[config.mk]
export PLATFORM = sky130hd
export DESIGN_NAME = lgge_front
export DESIGN_NICKNAME = d
export VERILOG_FILES = /design/src/hw/rtl/lgge_pkg.sv /design/src/hw/rtl/lgge_front.sv
export SDC_FILE = /design/constraint.sdc
export NUM_CORES = 1
export LEC_CHECK = 0
export ABC_CLOCK_PERIOD_IN_PS = 3600
export BUFFER_PORTS_ARGS = -buffer_cell sky130_fd_sc_hd__buf_4
export CAP_MARGIN = 0
export CORE_AREA = 5 5 42 44
export DETAILED_ROUTE_END_ITERATION = 10
export DIE_AREA = 0 0 47 49
export GPL_ROUTABILITY_DRIVEN = 0
export PLACE_DENSITY = 0.87
export REMOVE_ABC_BUFFERS = 1
export SYNTH_ARGS = -nofsm -noshare
export SYNTH_HDL_FRONTEND = slang
export SYNTH_SLANG_ARGS = --single-unit
[constraint.sdc]
create_clock -name vclk -period 3.6
set_input_delay 0.36 -clock vclk [all_inputs]
set_output_delay 0.36 -clock vclk [all_outputs]
set_load 0.03 [all_outputs]
[src/hw/rtl/lgge_pkg.sv]
`timescale 1ns / 1ps
package lgge_pkg;

  localparam int CFG_W = 7;
  localparam int ROW_W = 6;
  localparam int COL_W = 6;
  localparam int QUEUE_DEPTH = 2;

  localparam logic [1:0] FUNC_WRITE   = 2'd0;
  localparam logic [1:0] FUNC_READ    = 2'd1;
  localparam logic [1:0] FUNC_ADVANCE = 2'd2;

  localparam logic [3:0] BIRTH_COUNT = 4'd3;
  localparam logic [3:0] STAY_COUNT  = 4'd2;

  typedef enum logic [1:0] {
    CMD_WRITE,
    CMD_READ,
    CMD_ADVANCE,
    CMD_REPORT
  } cmd_kind_e;

  typedef struct packed {
    cmd_kind_e          kind;
    logic [ROW_W-1:0]   row;
    logic [COL_W-1:0]   col;
    logic               set_alive;
    logic               index_error;
  } cmd_t;

  // zero acts as one, values above the limit act as the limit
  function automatic logic [CFG_W-1:0] lgge_eff(logic [CFG_W-1:0] value, int limit);
    if (value == '0) begin
      return CFG_W'(1);
    end
    if (int'(value) > limit) begin
      return CFG_W'(limit);
    end
    return value;
  endfunction

endpackage

[src/hw/rtl/lgge_front.sv]
`timescale 1ns / 1ps
module lgge_front import lgge_pkg::*; (
  input  logic             tvalid_i,
  input  logic [15:0]      tdata_i,
  output logic             tready_o,
  input  logic [CFG_W-1:0] nr_i,
  input  logic [CFG_W-1:0] nc_i,
  input  logic             q_full_i,
  input  logic             init_done_i,
  output logic             push_o,
  output cmd_t             cmd_o
);

  logic [1:0]       func;
  logic [ROW_W-1:0] row;
  logic [COL_W-1:0] col;
  logic             out_of_grid;

  assign func = tdata_i[1:0];
  assign row  = tdata_i[7:2];
  assign col  = tdata_i[13:8];

  assign out_of_grid = ({1'b0, row} >= nr_i) || ({1'b0, col} >= nc_i);

  assign tready_o = init_done_i && !q_full_i;
  assign push_o   = tvalid_i && tready_o;

  always_comb begin
    cmd_o.row         = row;
    cmd_o.col         = col;
    cmd_o.set_alive   = tdata_i[14];
    cmd_o.index_error = 1'b0;
    cmd_o.kind        = CMD_REPORT;
    case (func)
      FUNC_WRITE: begin
        cmd_o.kind        = out_of_grid ? CMD_REPORT : CMD_WRITE;
        cmd_o.index_error = out_of_grid;
      end
      FUNC_READ: begin
        cmd_o.kind        = out_of_grid ? CMD_REPORT : CMD_READ;
        cmd_o.index_error = out_of_grid;
      end
      FUNC_ADVANCE: cmd_o.kind = CMD_ADVANCE;
      default: cmd_o.kind = CMD_REPORT;
    endcase
  end

endmodule

==> metrics.md <==
| Metric | Value |
|---|---|
| Status | complete, no violations |
| Multi-input gate area | 302 um^2 |
| PortBufs | 48 |
| Crit Path Class | primary input to primary output |
| Post-synthesis sequential area ratio | 0% |
| Seq Cell Count | 0 |
| Fin. Hold Viols | 0 |
| Die height | 49 um |
| Maximum VDD drop | 0.0000685 V |
| Final antenna diode count | 0 |
| Power per cell area | between 100 and 150 mW/mm^2 |
| CP Launch Type | primary input |
| Met2 usage | between 20% and 30% |
| Required time of the critical path | roughly 3200 ps |
| Core Footprint | between 0.001 and 0.0015 mm^2 |
| Final worst setup slack | about 1600 ps |
| # clk buffers | 0 |
| Yosys cell types | 16 |
| WL/cell | about 11 um |
| Gate count of the mapped netlist | between 50 and 60 |
| Io pins | 51 |
| Initial DRC count | 0 |
| Hold depth | 0 |
| Postcts setup bufs | 0 |
| Die area | ~0.0023 mm^2 |
| Vias in the first global route | a little over 500 |
| Share of cells above drive strength 1 | between 50% and 60% |
| First-pass GRT wire length | about 1900 um |
| Dpl ws | about 1600 ps |
| Tot Pwr | 0.103 mW |
| # rows | 14 |
| Crit-path cells | buf_4, ha_1, a211oi_2, o32ai_1, a221oi_2, o21bai_1, buf_4 |
| Via-to-Cell Ratio | 4.40 |
| Final core occ | between 50% and 60% |
| Worst hold slack | between 700 and 800 ps |
| Slowest stage delay, CP | 310 ps |
| Post-Syn Area per Cell | about 7.7 um^2 |
| Max cap viols | 0 |
| Highest-delay cell along the critical path | ha_1 |
| Cts repair resizes | 0 |
| # fillers | ~150 |
| Register area | 0 um^2 |
| Crit. End Element | primary output |
| Die Width | 47 um |
| Total Neg Setup Slack | 0 ps |
| Routed Antenna Nets | 0 |
| GRT busiest layer | met2 |
| Cell mode on critical path | buf_4 |
| GR Overflow Total | 0 |
| Crit path buf inv count | 2 |
| Maximum fanout along the worst path | 3 |
| Hold buffers post-CTS | 0 |
| Lkg Pwr | about 0.44 nW |
| RSZ-0062 raised after global routing | no |
| DRC | 0 |
| Layout area overhead | 63.7% |
| Final setup vio count | 0 |
| Worst slew margin | between 80% and 90% |
| Slew Viols, Final | 0 |
| Met3 Track Usage GR | roughly 2.2% |
| Layout net count | 140 |
| Final WL | around 1200 um |
| Hold Crit Start | tdata_i[14] |
| Critical path's top delay family | compound AO/OA/AOI/OAI gates |
| HP Class | primary input to primary output |
| Initial antenna violation count | 0 |
| Tightest Pin Transition | 286 ps |
| Crit path DAT | approximately 1700 ps |
| Via count | between 400 and 500 |
| Cell area after synthesis | about 440 um^2 |
| Initial Util | between 30% and 40% |
| TritonRoute pass-1 iters | 1 |
| YS warnings | 0 |
| GRT Total Usage | approximately a tenth |
| Met1 usage | 8.70% |
| Worst Hold End | cmd_o[1] |
| F_max | 490 MHz |
| Final period utilization | between 50% and 60% |
| Largest net degree at the start of global routing | 4 |
| DPL Wire Length | about 1100 um |
| Min Tclk post-route | 2040 ps |
[cells in the final DEF, fill, tap and decap left out, types with 2 or more instances in the layout]
cell | netlist | routed
nor2b_1 | 3 | 3
a211oi_2 | 2 | 2
buf_4 | 13 | 48
nor2_1 | 2 | 2
ha_1 | 12 | 12
o21ai_0 | 2 | 2
a21oi_1 | 2 | 2
inv_1 | 12 | 12
nand2_1 | 2 | 2
o21bai_1 | 2 | 2
[layout make-up]
type / count / area share, %
inverters: 12 / 6.20
multi-input cells: 33 / 41.5
well taps: 16 / 2.75
repair buffers: 48 / 49.6
[cell usage after synthesis]
library cell / n / area (um^2)
ha_1: 12 / 150
a221oi_2: 1 / 15.0
a21oi_1: 2 / 10.0
and2_1: 1 / 6.26
o21ai_0: 2 / 10.0
buf_4: 13 / 97.6
nor2_1: 2 / 7.51
nand2_1: 2 / 7.51
o21bai_1: 2 / 15.0
nor2b_1: 3 / 18.8
inv_1: 12 / 45.0
nand2b_1: 1 / 6.26
and4b_2: 1 / 11.3
o32ai_1: 1 / 8.76
and4b_1: 1 / 10.0
a211oi_2: 2 / 25.0
[worst max path at each step]
| stage | cells after the start | endpoint | slack (ps) | startpoint |
|---|---|---|---|---|
| 2_1_floorplan | 6 | cmd_o[14] | 1660 | nr_i[4] |
| 3_3_place_gp | 7 | cmd_o[14] | 1600 | tdata_i[6] |
| 3_5_place_dp | 7 | cmd_o[14] | 1560 | tdata_i[6] |
| 4_1_cts | 7 | cmd_o[14] | 1550 | tdata_i[6] |
| 5_1_grt | 7 | cmd_o[15] | 1440 | tdata_i[10] |
| 6_report | 7 | cmd_o[14] | 1560 | tdata_i[6] |
[kinds of logic (layout without fill, tap and decap cells)]
family                   Yosys count  count (layout)  share of synthesized area, %
AND/OR/NAND/NOR                   11              11                          15.2
buffers and inverters             25              60                          32.1
adder cells (fa/ha/maj)           12              12                          33.8
AO/OA/AOI/OAI                     10              10                          18.9
[layer usage]
metal,share of wire (%),wire (um),up-vias
li1,-,-,252
met1,29,335,206
met2,59,684,22
met3,11,132,0
met4,0,0,0
met5,0,0,-
[report_power, final]
part / total [mW] / internal, mW / switching (mW)
Sequential: 0 / 0 / 0
Combinational: 0.103 / 0.0519 / 0.0515
Clock: 0 / 0 / 0
[per-stage QoR]
stage / cell area [um^2] / std cells
floorplan: 347 / 45
global placement: 727 / 109
detailed placement: 727 / 109
CTS: 727 / 109
global route: 727 / 109
finish: 727 / 109
Note: power is estimated with default switching activity, not from simulation.
