**src/hw/rtl/lgge_pkg.sv**
```systemverilog
`timescale 1ns / 1ps
package lgge_pkg;

  localparam int CFG_W = 7;
  localparam int ROW_W = 6;
  localparam int COL_W = 6;
  localparam int QUEUE_DEPTH = 2;

  localparam logic [1:0] FUNC_WRITE   = 2'd0;
  localparam logic [1:0] FUNC_READ    = 2'd1;
  localparam logic [1:0] FUNC_ADVANCE = 2'd2;

  localparam logic [3:0] BIRTH_COUNT = 4'd3;
  localparam logic [3:0] STAY_COUNT  = 4'd2;

  typedef enum logic [1:0] {
    CMD_WRITE,
    CMD_READ,
    CMD_ADVANCE,
    CMD_REPORT
  } cmd_kind_e;

  typedef struct packed {
    cmd_kind_e          kind;
    logic [ROW_W-1:0]   row;
    logic [COL_W-1:0]   col;
    logic               set_alive;
    logic               index_error;
  } cmd_t;

  // zero acts as one, values above the limit act as the limit
  function automatic logic [CFG_W-1:0] lgge_eff(logic [CFG_W-1:0] value, int limit);
    if (value == '0) begin
      return CFG_W'(1);
    end
    if (int'(value) > limit) begin
      return CFG_W'(limit);
    end
    return value;
  endfunction

endpackage

```
**src/hw/rtl/lgge_queue.sv**
```systemverilog
`timescale 1ns / 1ps
module lgge_queue import lgge_pkg::*; (
  input  logic clk_i,
  input  logic rst_ni,
  input  logic push_i,
  input  cmd_t cmd_i,
  input  logic pop_i,
  output logic valid_o,
  output logic full_o,
  output cmd_t cmd_o
);

  localparam int PW = $clog2(QUEUE_DEPTH);
  localparam int NW = $clog2(QUEUE_DEPTH + 1);

  cmd_t          entries_q [QUEUE_DEPTH];
  logic [PW-1:0] wr_ptr_q, rd_ptr_q;
  logic [NW-1:0] count_q;
  logic          do_push, do_pop;

  assign valid_o = count_q != '0;
  assign full_o  = count_q == NW'(QUEUE_DEPTH);
  assign cmd_o   = entries_q[rd_ptr_q];
  assign do_push = push_i && !full_o;
  assign do_pop  = pop_i && valid_o;

  always_ff @(posedge clk_i) begin
    if (do_push) begin
      entries_q[wr_ptr_q] <= cmd_i;
    end
  end

  always_ff @(posedge clk_i or negedge rst_ni) begin
    if (!rst_ni) begin
      wr_ptr_q <= '0;
      rd_ptr_q <= '0;
      count_q  <= '0;
    end else begin
      if (do_push) begin
        wr_ptr_q <= (wr_ptr_q == PW'(QUEUE_DEPTH - 1)) ? '0 : wr_ptr_q + PW'(1);
      end
      if (do_pop) begin
        rd_ptr_q <= (rd_ptr_q == PW'(QUEUE_DEPTH - 1)) ? '0 : rd_ptr_q + PW'(1);
      end
      if (do_push && !do_pop) begin
        count_q <= count_q + NW'(1);
      end else if (do_pop && !do_push) begin
        count_q <= count_q - NW'(1);
      end
    end
  end

endmodule

```
**config.mk**
```make
export PLATFORM = sky130hd
export DESIGN_NAME = lgge_queue
export DESIGN_NICKNAME = d
export VERILOG_FILES = /design/src/hw/rtl/lgge_pkg.sv /design/src/hw/rtl/lgge_queue.sv
export SDC_FILE = /design/constraint.sdc
export NUM_CORES = 1
export LEC_CHECK = 0
export ABC_AREA = 1
export BUFFER_PORTS_ARGS = -buffer_cell sky130_fd_sc_hd__buf_2
export CAP_MARGIN = 5
export CORE_MARGIN = 5
export CORE_UTILIZATION = 52
export CTS_CLUSTER_DIAMETER = 80
export DETAILED_ROUTE_END_ITERATION = 6
export PLACE_DENSITY = 0.78
export SYNTH_ARGS = -nofsm -noshare
export SYNTH_HDL_FRONTEND = slang
export SYNTH_SLANG_ARGS = --single-unit
```
**constraint.sdc**
```tcl
create_clock -name clk_i -period 1.9 [get_ports clk_i]
set_input_delay 0.19 -clock clk_i [delete_from_list [all_inputs] [get_ports clk_i]]
set_output_delay 0.19 -clock clk_i [all_outputs]
set_load 0.02 [all_outputs]
```
==> summary.md, run 1 <==
| Metric | Value |
|---|---|
| WL per Instance | 13.6 um |
| Total Wirelength | 2670 um |
| Vias post-DR | roughly 960 |
| Top-area cell type share of the netlist area | 0.626 |
| FFs w/ async S/R, synth | 0.111 |
| Worst R2R Setup Slack | 0.51 ns |
| Mapped Area | ~0.0015 mm^2 |
| Worst Skew | between 0.009 and 0.01 ns |
| CTS tree | done |
| Synth area leaders | edfxtp_1 63%, nand2_1 8.8%, nand2_4 7.3% |
| Pwr Total | just under 3 mW |
| Biggest area consumer among synthesized cells | edfxtp_1 |
| Placed cell areas | roughly 0.0017 mm^2 |
| Total gr overflow | 0 |
| R2r worst-path depth | 7 |
| Initial antenna violation count | 0 |
| CP Launch Type | flop |
| First-pass GRT wire length | 4370 um |
| Clock latency at the later pin of the worst-skew pair | around 0.34 ns |
| Die W | about 64 um |
| Ys flop type | edfxtp_1 |
| Synth Area in XOR/XNOR | 0.00571 |
| VDD IR max | 1250 uV |
| CP endpoint kind | output port |
| Register area share after synthesis | 0.692 |
| Nets | between 150 and 200 |
| Site row count | 19 |
| TritonRoute pass-1 iters | 3 |
| Initial detailed-routing violation count | 17 |
| Final WS setup | ~0.19 ns |
| Setup CP Type | flop to output port |
| Hold Vio Cnt, Final | 0 |
| Routed Antenna Nets | 0 |
| Pwr per Cell Area | about 1600 mW/mm^2 |
| Post-route cell area | 0.00188 mm^2 |
| Fin Hold WS | 0.0275 ns |
| Final setup violation count | 0 |
| CP required | 1.71 ns |
| Placed Cells | 184 |
| Highest clock rate | around 0.58 GHz |
| Dpl ws | 0.549 ns |
| Final worst path period share | 0.900 |
| Mapped Nets | approximately 140 |
| CTS sink count | 36 |
| # diodes | 0 |
| Share of cells above drive strength 1 | 0.458 |
| GP Congestion | just under 0.7 |
| All-Layer GR Usage | 0.143 |
| Post-synthesis compound-gate area fraction | 0.00326 |
| Slew @ Worst Pin | approximately 0.49 ns |
| Unrepaired setup endpoints after global routing | no |
| Clk slew on worst S/H paths | 0.11 ns |
| Synth Warn # | 0 |
| Detail Placement HPWL | roughly 2000 um |
| Synth Area in Simple Gates | 0.239 |
| R2R Path End | count_q[1] |
| Type of the worst min-delay path | input port to flop |
| Destination of the critical timing path | cmd_o[14] |
| CTS Buf Count | 5 |
| Post-layout util | 0.676 |
| Post-synthesis adder-cell area fraction | 0.00816 |
| Mapped Cells | roughly 120 |
| Largest family of logic cells by synthesized area | simple AND/OR/NAND/NOR gates |
| Residual DRC | 0 |
| Vias in the first global route | ~1000 |
| Yosys cell types | 18 |
| Max cap viols | 0 |
| Final Non-Filler Cells | just under 200 |
| Post-synthesis mux area share | 0 |
| Syn_area_per_cell | roughly 13 um^2 |
| Vias per cell | approximately 4.9 |
| Total I/O pin count | 38 |
| Max Slew Vio Count | 0 |
| Max FO, Critical Path | 12 |
| Largest net degree at the start of global routing | 18 |
| FF+latch count, synth | 36 |
| DIE AREA | 0.00414 mm^2 |
| Minimum clock period | approximately 1.7 ns |
| Pleak | approximately 0.86 nW |
| CTS root buffer | clkbuf_4 |
| Critical path origin | rd_ptr_q |
| Area Overhead vs Synth | 22.5% |
| WP data arrival | roughly 1.5 ns |
| Max Root-Sink Buffers | 2 |
| H-Tree Level Count | 2 |
| Starting Density | 0.552 |
| Sum Neg Setup Slack | 0 ns |
| Status | complete, no violations |
| Core Region | ~0.0028 mm^2 |
| Worst rel slew slack | 0.676 |
| Die H | 64.3 um |
| Port Buf Inserts | 37 |
| Post-synth EDFFs | 32 |
| R2R Path Start | count_q[0] |
[metal layers]
metal  wire (um)  GRT usage  vias up
met2        1460      0.262       29
met1         927      0.131      445
met5           0          0        -
li1            -          -      477
met3         219     0.0560        6
met4          68     0.0840        0
[cells in the mapped netlist (2+ instances only)]
master / count
nand2_1: 36
edfxtp_1: 32
nand2_2: 13
nand2_4: 10
inv_1: 6
dfrtp_1: 4
buf_6: 2
nand3_1: 2
[registers in the layout (all words and copies together), names as in the netlist]
name       cells
entries_q     32
count_q        2
rd_ptr_q       1
wr_ptr_q       1
[layout by cell type, fill, tap and decap left out]
cell type and n:
buf_2 37, buf_4 4, bufinv_16 1, clkbuf_4 5, clkinvlp_4 1, dfrtp_1 4
dlygate4sd3_1 5, edfxtp_1 32, ha_1 1, inv_1 6, inv_2 1, inv_6 1
inv_8 1, nand2_1 36, nand2_2 13, nand2_4 10, nand3_1 2, nand4_1 1
nor2_1 1, nor2_2 1, nor2_4 1, o21ai_0 1, xnor2_1 1
[worst min path at each step]
| stage | start | to | slack (ns) | cells after the start |
|---|---|---|---|---|
| 2_1_floorplan | rst_ni | count_q[0] | -0.11 | 0 |
| 3_3_place_gp | rst_ni | count_q[0] | -0.001 | 1 |
| 3_5_place_dp | rst_ni | count_q[1] | 0.002 | 1 |
| 4_1_cts | cmd_i[9] | entries_q[1][9] | 0.01 | 1 |
| 5_1_grt | cmd_i[2] | entries_q[1][2] | 0.008 | 1 |
| 6_report | cmd_i[15] | entries_q[0][15] | 0.03 | 1 |
[worst max-delay path, cell delays in order, from the launching register on]
cell,delay [ns]
dfrtp_1,0.66
buf_4,0.24
nand2_1,0.07
nand2_2,0.06
buf_2,0.15
[cells by family after synthesis]
group / count (synthesis)
adder cells (fa/ha/maj): 1
XOR/XNOR: 1
AND/OR/NAND/NOR: 65
AO/OA/AOI/OAI: 1
flip-flops: 36
buffers and inverters: 11
[report_power, final]
group | switching (mW) | internal, mW
combinational | 0.811 | 0.410
clock | 0.260 | 0.281
sequential | 0.131 | 1.09
total | 1.20 | 1.78
[area by class of cell]
| class | count | area [um^2] |
|---|---|---|
| flip-flops and latches | 36 | 1060 |
| fillers | 221 | 902 |
| multi-input cells | 68 | 393 |
| repair buffers | 46 | 265 |
| clock inverters | 3 | 46.3 |
| well taps | 31 | 38.8 |
| clock buffers | 5 | 37.5 |
| inverters | 8 | 37.5 |
[timing repair]
item,4_1_cts,5_1_grt
buffers inserted,0,0
hold endpoints to repair,4,8
hold buffers,1,4
resized for setup,0,0
Power figures use the tool's default switching activity.
==> inputs of run 2 (changes only) <==
--- a/config.mk
+++ b/config.mk
@@ -8,6 +8,7 @@
 export ABC_AREA = 1
 export BUFFER_PORTS_ARGS = -buffer_cell sky130_fd_sc_hd__buf_2
 export CAP_MARGIN = 5
+export CORE_ASPECT_RATIO = 1.75
 export CORE_MARGIN = 5
 export CORE_UTILIZATION = 52
 export CTS_CLUSTER_DIAMETER = 80
==> summary.md, run 2 (synthesized netlist as in run 1, its figures left out) <==
| Metric | Value |
|---|---|
| Power Internal | 1.80 mW (+1.3%) |
| Critical path origin | rd_ptr_q |
| Most common cell after layout, fill and taps aside | buf_2 |
| Most flop-heavy register | entries_q |
| Share of cells above drive strength 1 | 0.457 (-0.00104) |
| Unrepaired setup endpoints after global routing | no |
| Highest clock rate | 0.609 GHz (+4.2%) |
| R2R Path End | entries_q[0][4] |
| DIE AREA | 0.00418 mm^2 (+1.0%) |
| Pleak | 0.849 nW (-1.0%) |
| Vias per cell | 4.88 (+0.43%) |
| Die H | 81.9 um (+27%) |
| Commonest cells after routing, fill and taps aside | 37 x buf_2, 36 x nand2_1, 32 x edfxtp_1, 13 x nand2_2, 10 x nand2_4 |
| Total gr overflow | 0 (unchanged) |
| All-Layer GR Usage | 0.144 (+0.000905) |
| WL per Instance | 13.3 um (-1.9%) |
| Minimum clock period | 1.64 ns (-0.0687 ns) |
| Core Region | 0.00290 mm^2 (+4.1%) |
| Site row count | 26 (+7) |
| Placed cell areas | 0.00175 mm^2 (+0.50%) |
| Largest net degree at the start of global routing | 18 (unchanged) |
| Max FO, Critical Path | 10 (-2) |
| R2R Path Start | count_q[1] |
| Status | complete, no violations |
| CP Cell Sequence | buf_4, nand2_1, nand2_2, buf_2 |
| Starting Density | 0.530 (-0.0217) |
| Pwr per Cell Area | 1600 mW/mm^2 (+0.76%) |
| Residual DRC | 0 (unchanged) |
| Final worst path period share | 0.864 (-0.0362) |
| Total I/O pin count | 38 (unchanged) |
| Final setup violation count | 0 (unchanged) |
| Max stage delay on crit path | 0.62 ns (-0.04 ns) |
| Clock latency at the later pin of the worst-skew pair | 0.28 ns (-0.06 ns) |
| CTS sink count | 36 (unchanged) |
| Vias in the first global route | 1024 (+2.6%) |
| GP Congestion | 0.739 (+9.7%) |
| Sum Neg Setup Slack | 0 ns (unchanged) |
| Clk slew on worst S/H paths | 0.07 ns (-0.04 ns) |
| Routed Antenna Nets | 0 (unchanged) |
| Combinational share of power | 0.414 (+0.005) |
| H-Tree Level Count | 2 (unchanged) |
| Nets | 182 (-2.2%) |
| Max cap viols | 0 (unchanged) |
| Largest regs | entries_q (32), count_q (2) |
| Type of the worst min-delay path | input port to flop |
| Max Root-Sink Buffers | 2 (unchanged) |
| Max FFs per register | 32 (unchanged) |
| Vias post-DR | 927 (-3.1%) |
| # fillers | 224 (+1.4%) |
| R2r worst-path depth | 6 (-1) |
| Hold Vio Cnt, Final | 0 (unchanged) |
| Slowest stage cell, crit path | dfrtp_1 |
| Net switching power | 1.16 mW (-3.4%) |
| Met3 global-route usage | 0.0436 (-0.0125) |
| First-pass GRT wire length | 4390 um (+0.32%) |
| GR met1 Demand/Resource | 0.142 (+0.0112) |
| Met2 global-route usage | 0.270 (+0.00759) |
| Port Buf Inserts | 37 (unchanged) |
| Slew @ Worst Pin | 0.452 ns (-0.0337 ns) |
| Post-route cell area | 0.00185 mm^2 (-1.3%) |
| Fin Hold WS | 0.0955 ns (+0.0681 ns) |
| CTS tree | done |
| CP required | 1.71 ns (about the same) |
| Switching Fraction | 0.392 (-0.0114) |
| Initial detailed-routing violation count | 22 (+5) |
| TritonRoute pass-1 iters | 3 (unchanged) |
| Sequential share of power | 0.411 (+0.002) |
| Area Overhead vs Synth | 20.9% |
| WP data arrival | 1.45 ns (-0.07 ns) |
| CTS root buffer | clkbuf_8 |
| CP Launch Type | flop |
| CP endpoint kind | output port |
| Worst Skew | 0.00739 ns (-0.00233 ns) |
| Hold_sp | cmd_i[8] |
| Detail Placement HPWL | 1970 um (-1.6%) |
| GRT Max-Usage Layer | met2 |
| Die W | 51.1 um (-21%) |
| CTS Buf Count | 5 (unchanged) |
| Total Wirelength | 2530 um (-5.4%) |
| Worst rel slew slack | 0.699 (+0.0225) |
| VDD IR max | 1130 uV (-9.2%) |
| Clock power share | 0.175 (-0.006) |
| Initial antenna violation count | 0 (unchanged) |
| # diodes | 0 (unchanged) |
| Max Slew Vio Count | 0 (unchanged) |
| Destination of the critical timing path | cmd_o[12] |
| Setup CP Type | flop to output port |
| Worst R2R Setup Slack | 0.45 ns (-0.06 ns) |
==> run 2: changes by cell type in the layout (fill, tap and decap cells not counted), sizes merged <==
cell and delta:
dlygate4sd3 -4, clkbuf +2, bufinv -1, clkinv +1, clkinvlp -1, inv -1
==> run 2: final cells by class <==
class	instances	area, um^2	area share
clock buffers	7	86.3	0.0466
clock inverters	1	3.75	0.00202
inverters	8	37.5	0.0202
multi-input cells	68	393	0.212
flip-flops and latches	36	1060	0.572
well taps	28	35.0	0.0189
repair buffers	42	238	0.128
==> run 2: repair_timing <==
action	4_1_cts	5_1_grt
gates resized for setup	0	0
setup endpoints to repair	0	0
hold endpoints to repair	4	0
hold buffers	1	0
buffers inserted	0	0
==> run 2: critical path: cells and delay by family, from the launching register on <==
kind | cells | cell delay (ns)
buffers and inverters | 2 | 0.41
flip-flops | 1 | 0.62
AND/OR/NAND/NOR | 2 | 0.14
==> run 2: per-layer routing <==
layer	wire length (um)	share of wire
met5	0	0
met2	1460	0.58
met1	858	0.34
met3	160	0.063
met4	50	0.020
==> run 2: worst min path at each step <==
stage / endpoint / slack [ns] / cells after the start
final: entries_q[0][8] / 0.1 / 1
after floorplan: count_q[0] / -0.11 / 0
after global routing: entries_q[0][12] / 0.09 / 1
after detailed placement: wr_ptr_q / 0.002 / 1
after global placement: count_q[0] / -0.0005 / 1
after CTS: entries_q[0][8] / 0.08 / 1
==> run 2: through the flow <==
stage	utilization	power (mW)	setup slack [ns]	std cells
2_1_floorplan	-	2.16	0.222	115
3_3_place_gp	0.606	2.43	0.520	181
6_report	0.640	2.96	0.258	190
5_1_grt	0.640	3.18	0.152	190
3_5_place_dp	0.606	2.49	0.440	181
4_1_cts	0.640	3.02	0.235	190
==> run 2: power by group through the flow <==
stage,Sequential (mW),Clock (mW),Combinational (mW)
after CTS,1.22,0.540,1.26
after detailed placement,1.24,0,1.25
after global routing,1.24,0.576,1.36
after global placement,1.22,0,1.21
final,1.22,0.520,1.23
after floorplan,1.18,0,0.975
==> inputs of run 3 (changes only) <==
--- a/config.mk
+++ b/config.mk
@@ -14,6 +14,7 @@
 export CTS_CLUSTER_DIAMETER = 80
 export DETAILED_ROUTE_END_ITERATION = 6
 export PLACE_DENSITY = 0.78
+export REMOVE_ABC_BUFFERS = 1
 export SYNTH_ARGS = -nofsm -noshare
 export SYNTH_HDL_FRONTEND = slang
 export SYNTH_SLANG_ARGS = --single-unit
==> summary.md, run 3 (synthesized netlist as in run 1, its figures left out) <==
| Metric | Value |
|---|---|
| Max FFs per register | 32 (unchanged) |
| Clock latency at the later pin of the worst-skew pair | 0.28 ns (about the same) |
| Die H | 81.9 um (unchanged) |
| Die W | 51.1 um (unchanged) |
| Final Non-Filler Cells | 190 (unchanged) |
| Final worst path period share | 0.855 (-0.00928) |
| CTS root buffer | clkbuf_8 |
| Most flop-heavy register | entries_q |
| Core Region | 0.00290 mm^2 (unchanged) |
| CP Cell Sequence | buf_4, nand2_1, nand2_2, buf_2 |
| WL per Instance | 14.1 um (+6.1%) |
| VDD IR max | 933 uV (-18%) |
| Area Overhead vs Synth | 20.1% |
| Setup CP Type | flop to output port |
| Vias post-DR | 949 (+2.4%) |
| Net switching power | 1.17 mW (+1.1%) |
| Fin Hold WS | 0.0980 ns (+0.00249 ns) |
| Clk slew on worst S/H paths | 0.06 ns (about the same) |
| Pwr per Cell Area | 1610 mW/mm^2 (+0.72%) |
| Total I/O pin count | 38 (unchanged) |
| Slowest stage cell, crit path | dfrtp_1 |
| Sum Neg Setup Slack | 0 ns (unchanged) |
| Total Wirelength | 2680 um (+6.1%) |
| Routed Antenna Nets | 0 (unchanged) |
| Initial detailed-routing violation count | 22 (unchanged) |
| Residual DRC | 0 (unchanged) |
| WP data arrival | 1.43 ns (-0.02 ns) |
| Worst Skew | 0.00418 ns (-0.00320 ns) |
| Unrepaired setup endpoints after global routing | no |
| # diodes | 0 (unchanged) |
| Port Buf Inserts | 37 (unchanged) |
| Sequential share of power | 0.410 (about the same) |
| Vias per cell | 4.99 (+2.4%) |
| Pwr Total | 2.97 mW (about the same) |
| CTS sink count | 36 (unchanged) |
| Minimum clock period | 1.62 ns (-0.0176 ns) |
| Combinational share of power | 0.411 (-0.003) |
| Nets | 182 (unchanged) |
| Max Slew Vio Count | 0 (unchanged) |
| Highest clock rate | 0.616 GHz (+1.1%) |
| Site row count | 26 (unchanged) |
| Critical path buffers and inverters | 2 (unchanged) |
| Pleak | 0.845 nW (-0.46%) |
| Switching Fraction | 0.396 (+0.00434) |
| Largest net degree at the start of global routing | 18 (unchanged) |
| Final setup violation count | 0 (unchanged) |
| TritonRoute pass-1 iters | 4 (+1) |
| First-pass GRT wire length | 4360 um (-0.64%) |
| Max stage delay on crit path | 0.58 ns (-0.04 ns) |
| Type of the worst min-delay path | input port to flop |
| Max Root-Sink Buffers | 2 (unchanged) |
| Worst rel slew slack | 0.734 (+0.0348) |
| CP endpoint kind | output port |
| Placed Cells | 181 (unchanged) |
| Status | complete, no violations |
| Top delay family on crit path | flip-flops |
| All-Layer GR Usage | 0.148 (+0.00341) |
| H-Tree Level Count | 2 (unchanged) |
| Vias in the first global route | 1032 (+0.78%) |
| CTS tree | done |
| Clock power share | 0.180 (+0.005) |
| Starting Density | 0.530 (unchanged) |
| Max FO, Critical Path | 10 (unchanged) |
| Largest regs | entries_q (32), count_q (2) |
| Detail Placement HPWL | 2040 um (+3.2%) |
| Slew @ Worst Pin | 0.399 ns (-0.0523 ns) |
| Initial antenna violation count | 0 (unchanged) |
| CTS Buf Count | 5 (unchanged) |
| Power Internal | 1.79 mW (-0.67%) |
| CP required | 1.71 ns (about the same) |
| # fillers | 234 (+4.5%) |
| Total gr overflow | 0 (unchanged) |
| DIE AREA | 0.00418 mm^2 (unchanged) |
| Most common cell after layout, fill and taps aside | buf_2 |
| GP Congestion | 0.681 (-7.8%) |
| Share of cells above drive strength 1 | 0.457 (unchanged) |
| Commonest cells after routing, fill and taps aside | 37 x buf_2, 36 x nand2_1, 32 x edfxtp_1, 13 x nand2_2, 10 x nand2_4 |
| Max cap viols | 0 (unchanged) |
| Hold Vio Cnt, Final | 0 (unchanged) |
| CP Launch Type | flop |
| Post-CTS setup buffers | 0 (unchanged) |
run 3: routing by layer:
| metal | GRT usage | part of all wire | vias to the layer above |
|---|---|---|---|
| met2 | 0.278 | 0.59 | 30 |
| met3 | 0.0472 | 0.058 | 5 |
| met1 | 0.130 | 0.33 | 447 |
| met4 | 0.0943 | 0.025 | 0 |
| li1 | - | - | 467 |
| met5 | 0 | 0 | - |
run 3: area by class of cell:
class | count | area (um^2) | share of cell area
clock buffers | 8 | 90.1 | 0.0489
well taps | 28 | 35.0 | 0.0190
inverters | 8 | 37.5 | 0.0204
multi-input cells | 68 | 393 | 0.213
repair buffers | 42 | 225 | 0.122
flip-flops and latches | 36 | 1060 | 0.576
run 3: through the flow:
step / setup slack [ns] / instance area (um^2) / utilization
final: 0.276 / 1840 / 0.636
after global routing: 0.187 / 1840 / 0.636
after CTS: 0.237 / 1840 / 0.636
after detailed placement: 0.518 / 1740 / 0.602
after global placement: 0.603 / 1740 / 0.602
after floorplan: 0.222 / 1490 / -
run 3: worst paths after layout:
path,start,to,slack [ns],cells past startpoint
worst min register to register,count_q[1],count_q[1],0.49,2
worst max-delay path,rd_ptr_q,cmd_o[12],0.28,4
min in group asynchronous,rst_ni,count_q[1],0.24,2
worst min-delay path,cmd_i[4],entries_q[1][4],0.1,1
worst max register to register,count_q[0],count_q[1],0.51,7
max in group asynchronous,rst_ni,count_q[0],1.53,2
run 3: power by group through the flow:
stage / logic, mW / clock network, mW / registers [mW]
2_1_floorplan: 0.831 / 0 / 1.23
3_3_place_gp: 1.19 / 0 / 1.22
3_5_place_dp: 1.24 / 0 / 1.23
4_1_cts: 1.25 / 0.559 / 1.22
5_1_grt: 1.34 / 0.578 / 1.24
6_report: 1.22 / 0.532 / 1.21
run 3: repair_timing:
action	CTS	global route
setup endpoints to repair	0	0
endpoints found under the hold margin	4	0
hold buffers	1	0
resized for setup	0	0
